<file path="src/hdl/srld_pkg.sv">
// Shared types and constants for the sprite row run-length decoder.
// Used by srld_queue, srld_exec and the top level; no dependencies.
package srld_pkg;

   localparam int MAX_DIM_DEFAULT = 1024;
   localparam int QUEUE_DEPTH     = 2;
   localparam int ABORT_SUM       = 2048;
   localparam int DIM_W           = 10;
   localparam int WORD_W          = 16;
   localparam int RUN_W           = 11;
   localparam int CSR_INDEX_W     = 1;

   localparam logic [CSR_INDEX_W-1:0] CSR_IMAGE_WIDTH  = 1'b0;
   localparam logic [CSR_INDEX_W-1:0] CSR_IMAGE_HEIGHT = 1'b1;

   typedef enum logic [1:0] {
      KIND_PIXEL   = 2'd0,
      KIND_DONE    = 2'd1,
      KIND_ABORT   = 2'd2,
      KIND_OUTSIDE = 2'd3
   } kind_type;

   typedef enum logic [1:0] {
      PHASE_SKIP  = 2'd0,
      PHASE_RUN   = 2'd1,
      PHASE_COLOR = 2'd2
   } phase_type;

   typedef enum logic {
      OP_DATA  = 1'b0,
      OP_START = 1'b1
   } op_type;

   typedef struct packed {
      logic              command;
      logic [WORD_W-1:0] data_word;
   } req_payload_type;

   typedef struct packed {
      kind_type          kind;
      logic [WORD_W-1:0] pixel_x;
      logic [DIM_W-1:0]  pixel_y;
      logic [WORD_W-1:0] pixel_color;
   } rsp_payload_type;

   typedef struct packed {
      op_type            op;
      logic [WORD_W-1:0] word;
   } queue_item_type;

   typedef struct packed {
      logic           valid;
      queue_item_type item;
   } queue_head_type;

endpackage

</file>
<file path="src/hdl/srld_queue.sv">
// Front end: accepts requests, classifies them as start or data, and holds
// them in a short queue for the back end. Depends on srld_pkg.
module srld_queue #(
   parameter int DEPTH = srld_pkg::QUEUE_DEPTH
) (
   input  logic                     clock,
   input  logic                     reset,
   input  logic                     req_valid,
   output logic                     req_ready,
   input  srld_pkg::req_payload_type req_payload,
   output srld_pkg::queue_head_type head,
   input  logic                     head_pop
);
   import srld_pkg::*;

   localparam int PTR_W = (DEPTH > 1) ? $clog2(DEPTH) : 1;
   localparam int CNT_W = $clog2(DEPTH + 1);

   queue_item_type    entry_ff [DEPTH];
   logic [PTR_W-1:0]  wr_ptr_ff, wr_ptr_in;
   logic [PTR_W-1:0]  rd_ptr_ff, rd_ptr_in;
   logic [CNT_W-1:0]  count_ff, count_in;
   logic              push;
   logic              pop;
   queue_item_type    item_in;

   assign req_ready = (count_ff != CNT_W'(DEPTH));
   assign push      = req_valid && req_ready;
   assign pop       = head_pop && (count_ff != '0);

   always_comb begin
      item_in.op   = req_payload.command ? OP_START : OP_DATA;
      item_in.word = req_payload.data_word;
   end

   always_comb begin
      wr_ptr_in = wr_ptr_ff;
      rd_ptr_in = rd_ptr_ff;
      count_in  = count_ff;
      if (push) begin
         wr_ptr_in = (wr_ptr_ff == PTR_W'(DEPTH - 1)) ? '0 : wr_ptr_ff + 1'b1;
      end
      if (pop) begin
         rd_ptr_in = (rd_ptr_ff == PTR_W'(DEPTH - 1)) ? '0 : rd_ptr_ff + 1'b1;
      end
      if (push && !pop) begin
         count_in = count_ff + 1'b1;
      end else if (pop && !push) begin
         count_in = count_ff - 1'b1;
      end
   end

   always_ff @(posedge clock) begin
      if (reset) begin
         wr_ptr_ff <= '0;
         rd_ptr_ff <= '0;
         count_ff  <= '0;
      end else begin
         wr_ptr_ff <= wr_ptr_in;
         rd_ptr_ff <= rd_ptr_in;
         count_ff  <= count_in;
      end
   end

   always_ff @(posedge clock) begin
      if (push) begin
         entry_ff[wr_ptr_ff] <= item_in;
      end
   end

   always_comb begin
      head.valid = (count_ff != '0);
      head.item  = entry_ff[rd_ptr_ff];
   end

endmodule

</file>
<file path="src/hdl/srld_exec.sv">
// Back end: walks the row stream state machine and drives the result register.
// Depends on srld_pkg; fed by srld_queue.
module srld_exec #(
   parameter int MAX_DIM = srld_pkg::MAX_DIM_DEFAULT
) (
   input  logic                             clock,
   input  logic                             reset,
   input  srld_pkg::queue_head_type         head,
   output logic                             head_pop,
   input  logic [srld_pkg::DIM_W-1:0]       image_width,
   input  logic [srld_pkg::DIM_W-1:0]       image_height,
   output logic                             rsp_valid,
   input  logic                             rsp_ready,
   output srld_pkg::rsp_payload_type        rsp_payload
);
   import srld_pkg::*;

   localparam int LIMIT = MAX_DIM - 1;

   phase_type          phase_ff, phase_in;
   logic [WORD_W-1:0]  skip_ff, skip_in;
   logic [RUN_W-1:0]   run_left_ff, run_left_in;
   logic [WORD_W-1:0]  column_ff, column_in;
   logic [DIM_W-1:0]   row_ff, row_in;
   logic               finished_ff, finished_in;
   logic               rsp_valid_ff, rsp_valid_in;
   rsp_payload_type    rsp_payload_ff, rsp_payload_in;

   logic [DIM_W-1:0]   width_lim;
   logic [DIM_W-1:0]   height_lim;
   logic [WORD_W:0]    pair_sum;
   logic [WORD_W:0]    skip_sum;
   logic [WORD_W:0]    step_sum;
   logic [DIM_W-1:0]   row_next;
   logic [RUN_W-1:0]   run_dec;
   logic               take;

   assign width_lim  = (32'(image_width) > 32'(LIMIT)) ? DIM_W'(LIMIT) : image_width;
   assign height_lim = (32'(image_height) > 32'(LIMIT)) ? DIM_W'(LIMIT) : image_height;
   assign pair_sum   = {1'b0, skip_ff} + {1'b0, head.item.word};
   assign skip_sum   = {1'b0, column_ff} + {1'b0, skip_ff};
   assign step_sum   = {1'b0, column_ff} + (WORD_W + 1)'(1);
   assign row_next   = row_ff + 1'b1;
   assign run_dec    = run_left_ff - 1'b1;

   assign take      = head.valid && (!rsp_valid_ff || rsp_ready);
   assign head_pop  = take;
   assign rsp_valid   = rsp_valid_ff;
   assign rsp_payload = rsp_payload_ff;

   always_comb begin
      phase_in       = phase_ff;
      skip_in        = skip_ff;
      run_left_in    = run_left_ff;
      column_in      = column_ff;
      row_in         = row_ff;
      finished_in    = finished_ff;
      rsp_valid_in   = rsp_valid_ff && !rsp_ready;
      rsp_payload_in = rsp_payload_ff;
      if (take) begin
         if (head.item.op == OP_START) begin
            phase_in    = PHASE_SKIP;
            skip_in     = '0;
            run_left_in = '0;
            column_in   = '0;
            row_in      = '0;
            finished_in = 1'b0;
         end else if (!finished_ff) begin
            case (phase_ff)
               PHASE_RUN: begin
                  if (pair_sum >= (WORD_W + 1)'(ABORT_SUM)) begin
                     finished_in         = 1'b1;
                     phase_in            = PHASE_SKIP;
                     rsp_valid_in        = 1'b1;
                     rsp_payload_in      = '0;
                     rsp_payload_in.kind = KIND_ABORT;
                  end else if (pair_sum == '0) begin
                     column_in = '0;
                     row_in    = row_next;
                     phase_in  = PHASE_SKIP;
                     if (row_next >= height_lim || row_next == '0) begin
                        finished_in         = 1'b1;
                        rsp_valid_in        = 1'b1;
                        rsp_payload_in      = '0;
                        rsp_payload_in.kind = KIND_DONE;
                     end
                  end else begin
                     column_in   = skip_sum[WORD_W] ? '1 : skip_sum[WORD_W-1:0];
                     run_left_in = head.item.word[RUN_W-1:0];
                     phase_in    = (head.item.word[RUN_W-1:0] == '0) ? PHASE_SKIP
                                                                     : PHASE_COLOR;
                  end
               end
               PHASE_COLOR: begin
                  rsp_valid_in = 1'b1;
                  rsp_payload_in.kind = (column_ff >= WORD_W'(width_lim)) ? KIND_OUTSIDE
                                                                          : KIND_PIXEL;
                  rsp_payload_in.pixel_x     = column_ff;
                  rsp_payload_in.pixel_y     = row_ff;
                  rsp_payload_in.pixel_color = head.item.word;
                  column_in   = step_sum[WORD_W] ? '1 : step_sum[WORD_W-1:0];
                  run_left_in = run_dec;
                  if (run_dec == '0) begin
                     phase_in = PHASE_SKIP;
                  end
               end
               default: begin
                  skip_in  = head.item.word;
                  phase_in = PHASE_RUN;
               end
            endcase
         end
      end
   end

   always_ff @(posedge clock) begin
      if (reset) begin
         phase_ff     <= PHASE_SKIP;
         skip_ff      <= '0;
         run_left_ff  <= '0;
         column_ff    <= '0;
         row_ff       <= '0;
         finished_ff  <= 1'b0;
         rsp_valid_ff <= 1'b0;
      end else begin
         phase_ff     <= phase_in;
         skip_ff      <= skip_in;
         run_left_ff  <= run_left_in;
         column_ff    <= column_in;
         row_ff       <= row_in;
         finished_ff  <= finished_in;
         rsp_valid_ff <= rsp_valid_in;
      end
   end

   always_ff @(posedge clock) begin
      rsp_payload_ff <= rsp_payload_in;
   end

endmodule

</file>
<file path="src/hdl/sprite_row_run_length_decoder_top.sv">
// An accepted request is stored in the queue; any result it yields is then registered in the result register.
// Throughput: one request per cycle while no result is held back by rsp_ready; the
// two-entry request queue keeps accepting input while a result waits, until it fills.
// Reset (synchronous, active high) empties the queue and result register,
// clears position and status, and sets width and height to 44.
// Top level of the sprite row run-length decoder; depends on srld_pkg.
module sprite_row_run_length_decoder_top #(
   parameter int MAX_DIM = srld_pkg::MAX_DIM_DEFAULT
) (
   input  logic                              clock,
   input  logic                              reset,
   input  logic                              req_valid,
   output logic                              req_ready,
   input  srld_pkg::req_payload_type         req_payload,
   output logic                              rsp_valid,
   input  logic                              rsp_ready,
   output srld_pkg::rsp_payload_type         rsp_payload,
   input  logic                              csr_write_en,
   input  logic [srld_pkg::CSR_INDEX_W-1:0]  csr_index,
   input  logic [srld_pkg::DIM_W-1:0]        csr_write_data
);
   import srld_pkg::*;

   logic [DIM_W-1:0] width_ff, width_in;
   logic [DIM_W-1:0] height_ff, height_in;
   queue_head_type   head;
   logic             head_pop;

   always_comb begin
      width_in  = width_ff;
      height_in = height_ff;
      if (csr_write_en) begin
         case (csr_index)
            CSR_IMAGE_WIDTH:  width_in  = csr_write_data;
            CSR_IMAGE_HEIGHT: height_in = csr_write_data;
            default: ;
         endcase
      end
   end

   always_ff @(posedge clock) begin
      if (reset) begin
         width_ff  <= DIM_W'(44);
         height_ff <= DIM_W'(44);
      end else begin
         width_ff  <= width_in;
         height_ff <= height_in;
      end
   end

   srld_queue #(
      .DEPTH (QUEUE_DEPTH)
   ) u_queue (
      .clock       (clock),
      .reset       (reset),
      .req_valid   (req_valid),
      .req_ready   (req_ready),
      .req_payload (req_payload),
      .head        (head),
      .head_pop    (head_pop)
   );

   srld_exec #(
      .MAX_DIM (MAX_DIM)
   ) u_exec (
      .clock        (clock),
      .reset        (reset),
      .head         (head),
      .head_pop     (head_pop),
      .image_width  (width_ff),
      .image_height (height_ff),
      .rsp_valid    (rsp_valid),
      .rsp_ready    (rsp_ready),
      .rsp_payload  (rsp_payload)
   );

endmodule
</file>
<file path="config.mk">
export PLATFORM = sky130hd
export DESIGN_NAME = sprite_row_run_length_decoder_top
export DESIGN_NICKNAME = d
export VERILOG_FILES = /design/src/hdl/srld_pkg.sv /design/src/hdl/srld_queue.sv /design/src/hdl/srld_exec.sv /design/src/hdl/sprite_row_run_length_decoder_top.sv
export SDC_FILE = /design/constraint.sdc
export NUM_CORES = 1
export LEC_CHECK = 0
export CORE_UTILIZATION = 42
export DETAILED_ROUTE_END_ITERATION = 10
export DONT_BUFFER_PORTS = 1
export GPL_TIMING_DRIVEN = 1
export PLACE_DENSITY_LB_ADDON = 0.08
export SYNTH_ARGS = -nofsm -noshare
export SYNTH_HDL_FRONTEND = slang
export SYNTH_SLANG_ARGS = --single-unit
</file>
<file path="constraint.sdc">
create_clock -name clock -period 11.2 [get_ports clock]
set_input_delay 1.68 -clock clock [delete_from_list [all_inputs] [get_ports clock]]
set_output_delay 1.68 -clock clock [all_outputs]
set_load 0.02 [all_outputs]
</file>
Word level (Yosys, flattened, before mapping)
Memory sizes are Yosys's and may differ from the RTL's. A register that Yosys moved wholly into a read port is not among the register bits.
Cells that the tools add are included.
- bits of input ports: 33
- memories kept: 1
- output and inout port bits: 46
- RAM bits: 34
- flip-flop bits (word level): 125
- logic and storage cells: 128
- mux-type cells: 54
- bitwise logic cells: 3
- $add $sub $neg: 9
- equality and inequality tests: 11
- reductions and logical operators: 31
- $lt $le $gt $ge: 3
- memories (name ; words ; width ; rd ports ; clocked after Yosys merged registers in ; write ports ; line ; RTL):
    u_queue.entry_ff ; 2 ; 17 ; 1 ; 1 ; 1 ; srld_queue.sv:19 ; queue_item_type entry_ff [DEPTH];
- operator list (kind ; count):
    $mux W16 ; 9
    $mux W44 ; 3
    $pmux W44 S2 ; 1
    $mux W10 ; 5
    $mux W11 ; 4
    $add A16 B16 Y17 ; 2
    $pmux W16 S2 ; 1
    $logic_not A11 Y1 ; 2
    $pmux W11 S2 ; 1
    $mux W1 ; 19
    $mux W2 ; 9
    $add A16 B1 Y17 const B ; 1
    $ge A17 B12 Y1 const B ; 1
    $logic_not A17 Y1 ; 1
    $ge A16 B10 Y1 ; 1
    $sub A11 B1 Y11 const B ; 1
    $add A10 B1 Y10 const B ; 1
    $ge A10 B10 Y1 ; 1
    $logic_not A10 Y1 ; 1
    $reduce_and A5 Y1 ; 2
    $reduce_bool A2 Y1 ; 5
    $logic_and A1 B1 Y1 ; 6
    $ne A2 B2 Y1 const B ; 3
    $ne A3 B1 Y1 const B ; 2
    19 further kinds ; 29

Longest topological paths before layout
- word-level depth: 10
- gate-level depth with buffers: 17
- depth with buffers taken out: 13

Cells and area by module
From an unflattened synthesis, not the netlist that was laid out.
- cells, all modules: 940
- area total of the unflattened synthesis: 9128.8 sq um
- modules (own cells, without submodules) (module ; cells each ; times used ; sequential area each (sq um) ; area each (sq um)):
    srld_exec ; 784 ; 1 ; 2462.4 ; 6859.1
    srld_queue ; 77 ; 1 ; 1121.1 ; 1447.6
    sprite_row_run_length_decoder_top ; 79 ; 1 ; 400.4 ; 822.0

Worst setup path before layout
Ideal clock, no wire load.
- kind: register to register
- start: reg (tool-made name)
- end: reg u_exec.rsp_payload_ff, in the netlist u_exec.rsp_payload[0], enable pin
- stages on the path, launching flop included: 13
- slack: 6171 ps
- library setup time: 404 ps
- required time: 10796 ps
- arrival: 4625 ps
- buffers on the path: 2
- clock period less this slack: 5029 ps
- cells stage by stage: dfxtp_1 > clkbuf_1 > buf_1 > mux2_2 > ha_1 > a21o_1 > a31o_1 > a221oi_1 > a21oi_1 > or4_4 > nor4_4 > o21a_1 > o21a_1
- RTL lines (what ; line ; RTL):
    to (signal assigned) ; srld_exec.sv:137 ; rsp_payload_ff <= rsp_payload_in;
    to (decl) ; srld_exec.sv:27 ; rsp_payload_type rsp_payload_ff, rsp_payload_in;

==> flow_summary_export.csv <==
group,metric,value,unit
clocking,cts.htree.levels,4,
clocking,max-clock-path-buffers,2,
power,p_per_area,204,mW/mm^2
timing,finalSetupViolCount,0,
synth,ys_seq_area_frac,0.440,
detailed_routing,wl,21.7,mm
timing,whs,0.453,ns
critical_path,critical_path_arrival,5.48,ns
synth,synth_xor_area_frac,0.0310,
timing,drv_slew,0,
place,dpl.hpwl,15.7,mm
place,port_buffers,0,
detailed_routing,drc,0,
critical_path,required,11.25,ns
timing,period_share,0.485,
timing,setup_slack,5.77,ns
power,clkPwrFrac,0.308,
global_route,grt_pass1_wl,34.7,mm
global_route,grt_max_degree,54,
synth,synth_compound_area_frac,0.202,
power,netSwitchingFraction,0.367,
floorplanning,die_w,149,microns
synth,postSynth.asyncResetShare,0,
floorplanning,die_y,149,microns
clocking,cts_hold_buf,0,
job,drv_cap,0,
synth,synth-adder-area-share,0.0860,
power,p_leak,3.94,nW
clocking,clk_pin_slew,0.07,ns
layout,fin_cells,1236,
clocking,cts_tree,"built",
layout,mostFrequentLayoutCell,"nand2_1",
layout,area_delta_synth_final,9.72,%
power,internal-power,1.28,mW
layout,finish.instance_area,0.00993,sq mm
place,pre_cts_slack,5.74,ns
floorplanning,num_rows,53,
synth,synth_ff_type,"dfxtp_1",
detailed_routing,detail_route.vias_per_cell,5.53,
synth,synth_edf_count,78,
synth,synth_cells,953,
power,total_power,2.02,mW
global_route,grt_overflow,0,
timing,hold_viol,0,
power,switchingPower,0.743,mW
synth,syn-cell-area,0.00905,sq mm
clocking,clockRootBuffer,"clkbuf_16",
detailed_routing,first_pass_iters,4,
global_route,grt_pass1_vias,6596,
power,seqPwrFrac,0.374,
synth,syn_area_per_cell,9.50,sq um
critical_path,critPathMaxFanout,44,
synth,synth.area.top_cells,"edfxtp_1 26%, dfxtp_1 18%, ha_1 8.2%, nand2_1 4.1%, nor2_1 3.7%",
timing,tightest_slew,1.17,ns
global_route,grt_util_all_layers,0.204,
layout,n_antenna_cell,0,
synth,synth_top_area_frac,0.259,
synth,ys_ff_latch,160,
place,dpl-instance-area,0.00931,sq mm
clocking,cts.sink_count,160,
synth,synth_top_family_by_area,"compound AO/OA/AOI/OAI gates",
global_route,antenna_found_initial,0,
detailed_routing,num_vias,6832,
detailed_routing,post_drt_wl_per_cell,17.6,microns
timing,fin_worst_skew,0.0153,ns
floorplanning,start_util,0.429,
timing,fin_setup_tns,0,ns
clocking,post_cts_resize_count,0,
critical_path,critPathCaptureType,"flip-flop",
synth,synth.distinct_cells,74,
floorplanning,num_io_pins,79,
layout,drive_above_1_share,0.0739,
synth,yosys_warnings,0,
synth,yosysTopAreaCell,"edfxtp_1",
synth,synth-simple-area-share,0.177,
power,vdd_drop_max,115,uV
power,comb_power_share,0.319,
clocking,cts_setup_buffers,0,
layout,final_util,0.471,
place,place_congestion,0.840,
timing,grt_setup_unrepaired,"false",
timing,slew_headroom,0.220,
synth,synth_mux_area_frac,0.0224,
place,dp_cells,1204,
clocking,numCtsBuffers,17,
run_status,status,"finished clean",
critical_path,start_kind,"flip-flop",
timing,period_minus_slack,5.43,ns
clocking,clk_latency,0.44,ns
floorplanning,core,0.0211,sq mm
detailed_routing,antenna_left,0,
floorplanning,dieArea,0.0221,sq mm
critical_path,worstSetupPathType,"reg2reg",
layout,final_cell_mix,"98 x nand2_1, 90 x nor2_1, 82 x dfxtp_1",
timing,max_freq,184,MHz
worst_hold_path,hp-class,"reg2reg",
synth,syn_nets,1047,
layout,fin_nets,1042,
detailed_routing,drt_first_iter_violations,392,
worst max-delay path, cell delays in order (launching register included):
cell and delay (ns):
dfxtp_1 0.92, mux2i_1 0.37, inv_1 0.13, ha_1 0.26
fa_1 0.41, a21o_1 0.22, a31o_1 0.23, a221oi_1 0.29
a21oi_1 0.11, or4_4 0.55, nor4_4 0.34, o21a_1 0.24
o21a_2 0.94
metal layers:
layer | GRT usage | up-vias | wire (microns) | part of all wire
li1 | - | 3470 | - | -
met1 | 0.268 | 3206 | 10600 | 0.49
met2 | 0.332 | 138 | 9870 | 0.45
met3 | 0.0502 | 18 | 947 | 0.044
met4 | 0.0617 | 0 | 342 | 0.016
met5 | 0 | - | 0 | 0
cells in the mapped netlist, drive strengths merged (6+ instances only):
cell type and count:
a211oi 19, a21boi 6, a21o 30, a21oi 61, a22oi 16, a31oi 10, a32o 6, and2 33
and3 8, buf 11, clkbuf 24, dfxtp 82, edfxtp 78, ha 59, inv 53, mux2 10
mux2i 9, nand2 98, nand2b 17, nand3 16, nor2 90, nor3 8, nor4 10, o211ai 14
o21a 14, o21ai 46, or3 13, or4 9, xnor2 12, xor2 20
power by group through the flow:
| stage | combinational, mW | sequential (mW) | clock (mW) |
|---|---|---|---|
| after floorplan | 0.503 | 0.740 | 0 |
| after global placement | 0.643 | 0.769 | 0 |
| after detailed placement | 0.641 | 0.769 | 0 |
| after CTS | 0.646 | 0.757 | 0.634 |
| after global routing | 0.721 | 0.765 | 0.657 |
| final | 0.644 | 0.756 | 0.622 |
final timing paths:
| path | cells past startpoint | startpoint | end | slack, ns |
|---|---|---|---|---|
| worst min-delay path | 2 | width_ff[4] | width_ff[4] | 0.45 |
| worst min register to register | 2 | width_ff[4] | width_ff[4] | 0.45 |
| worst max register to register | 12 | flip-flop | u_exec.rsp_payload[33] | 5.77 |
| worst max-delay path | 12 | flip-flop | u_exec.rsp_payload[33] | 5.77 |
registers in the layout (all words and copies together) (netlist names), named ones only:
name                flops
u_exec.row_ff          10
u_queue.wr_ptr_ff       1
u_exec.rsp_payload     44
u_queue.count_ff        2
u_exec.finished_ff      1
u_exec.rsp_valid        1
u_exec.run_left_ff     11
width_ff               10
u_exec.phase_ff         2
height_ff              10
u_queue.rd_ptr_ff       1
u_exec.skip_ff         16
u_queue.entry_ff       34
u_exec.column_ff       16
cell type report:
| class | instances | area [sq um] |
|---|---|---|
| clock inverters | 13 | 163 |
| fillers | 2007 | 11200 |
| inverters | 54 | 203 |
| repair buffers | 11 | 82.6 |
| clock buffers | 19 | 464 |
| multi-input cells | 704 | 4690 |
| well taps | 275 | 344 |
| flip-flops and latches | 160 | 3980 |
kinds of logic after synthesis:
| group | count (synthesis) |
|---|---|
| AOI/OAI and AO/OA | 265 |
| xor gates and xnor gates | 32 |
| muxes | 19 |
| and+or+nand+nor | 327 |
| DFF | 160 |
| buffers and inverters | 89 |
| adders and majority gates | 61 |
Power figures use the tool's default switching activity.
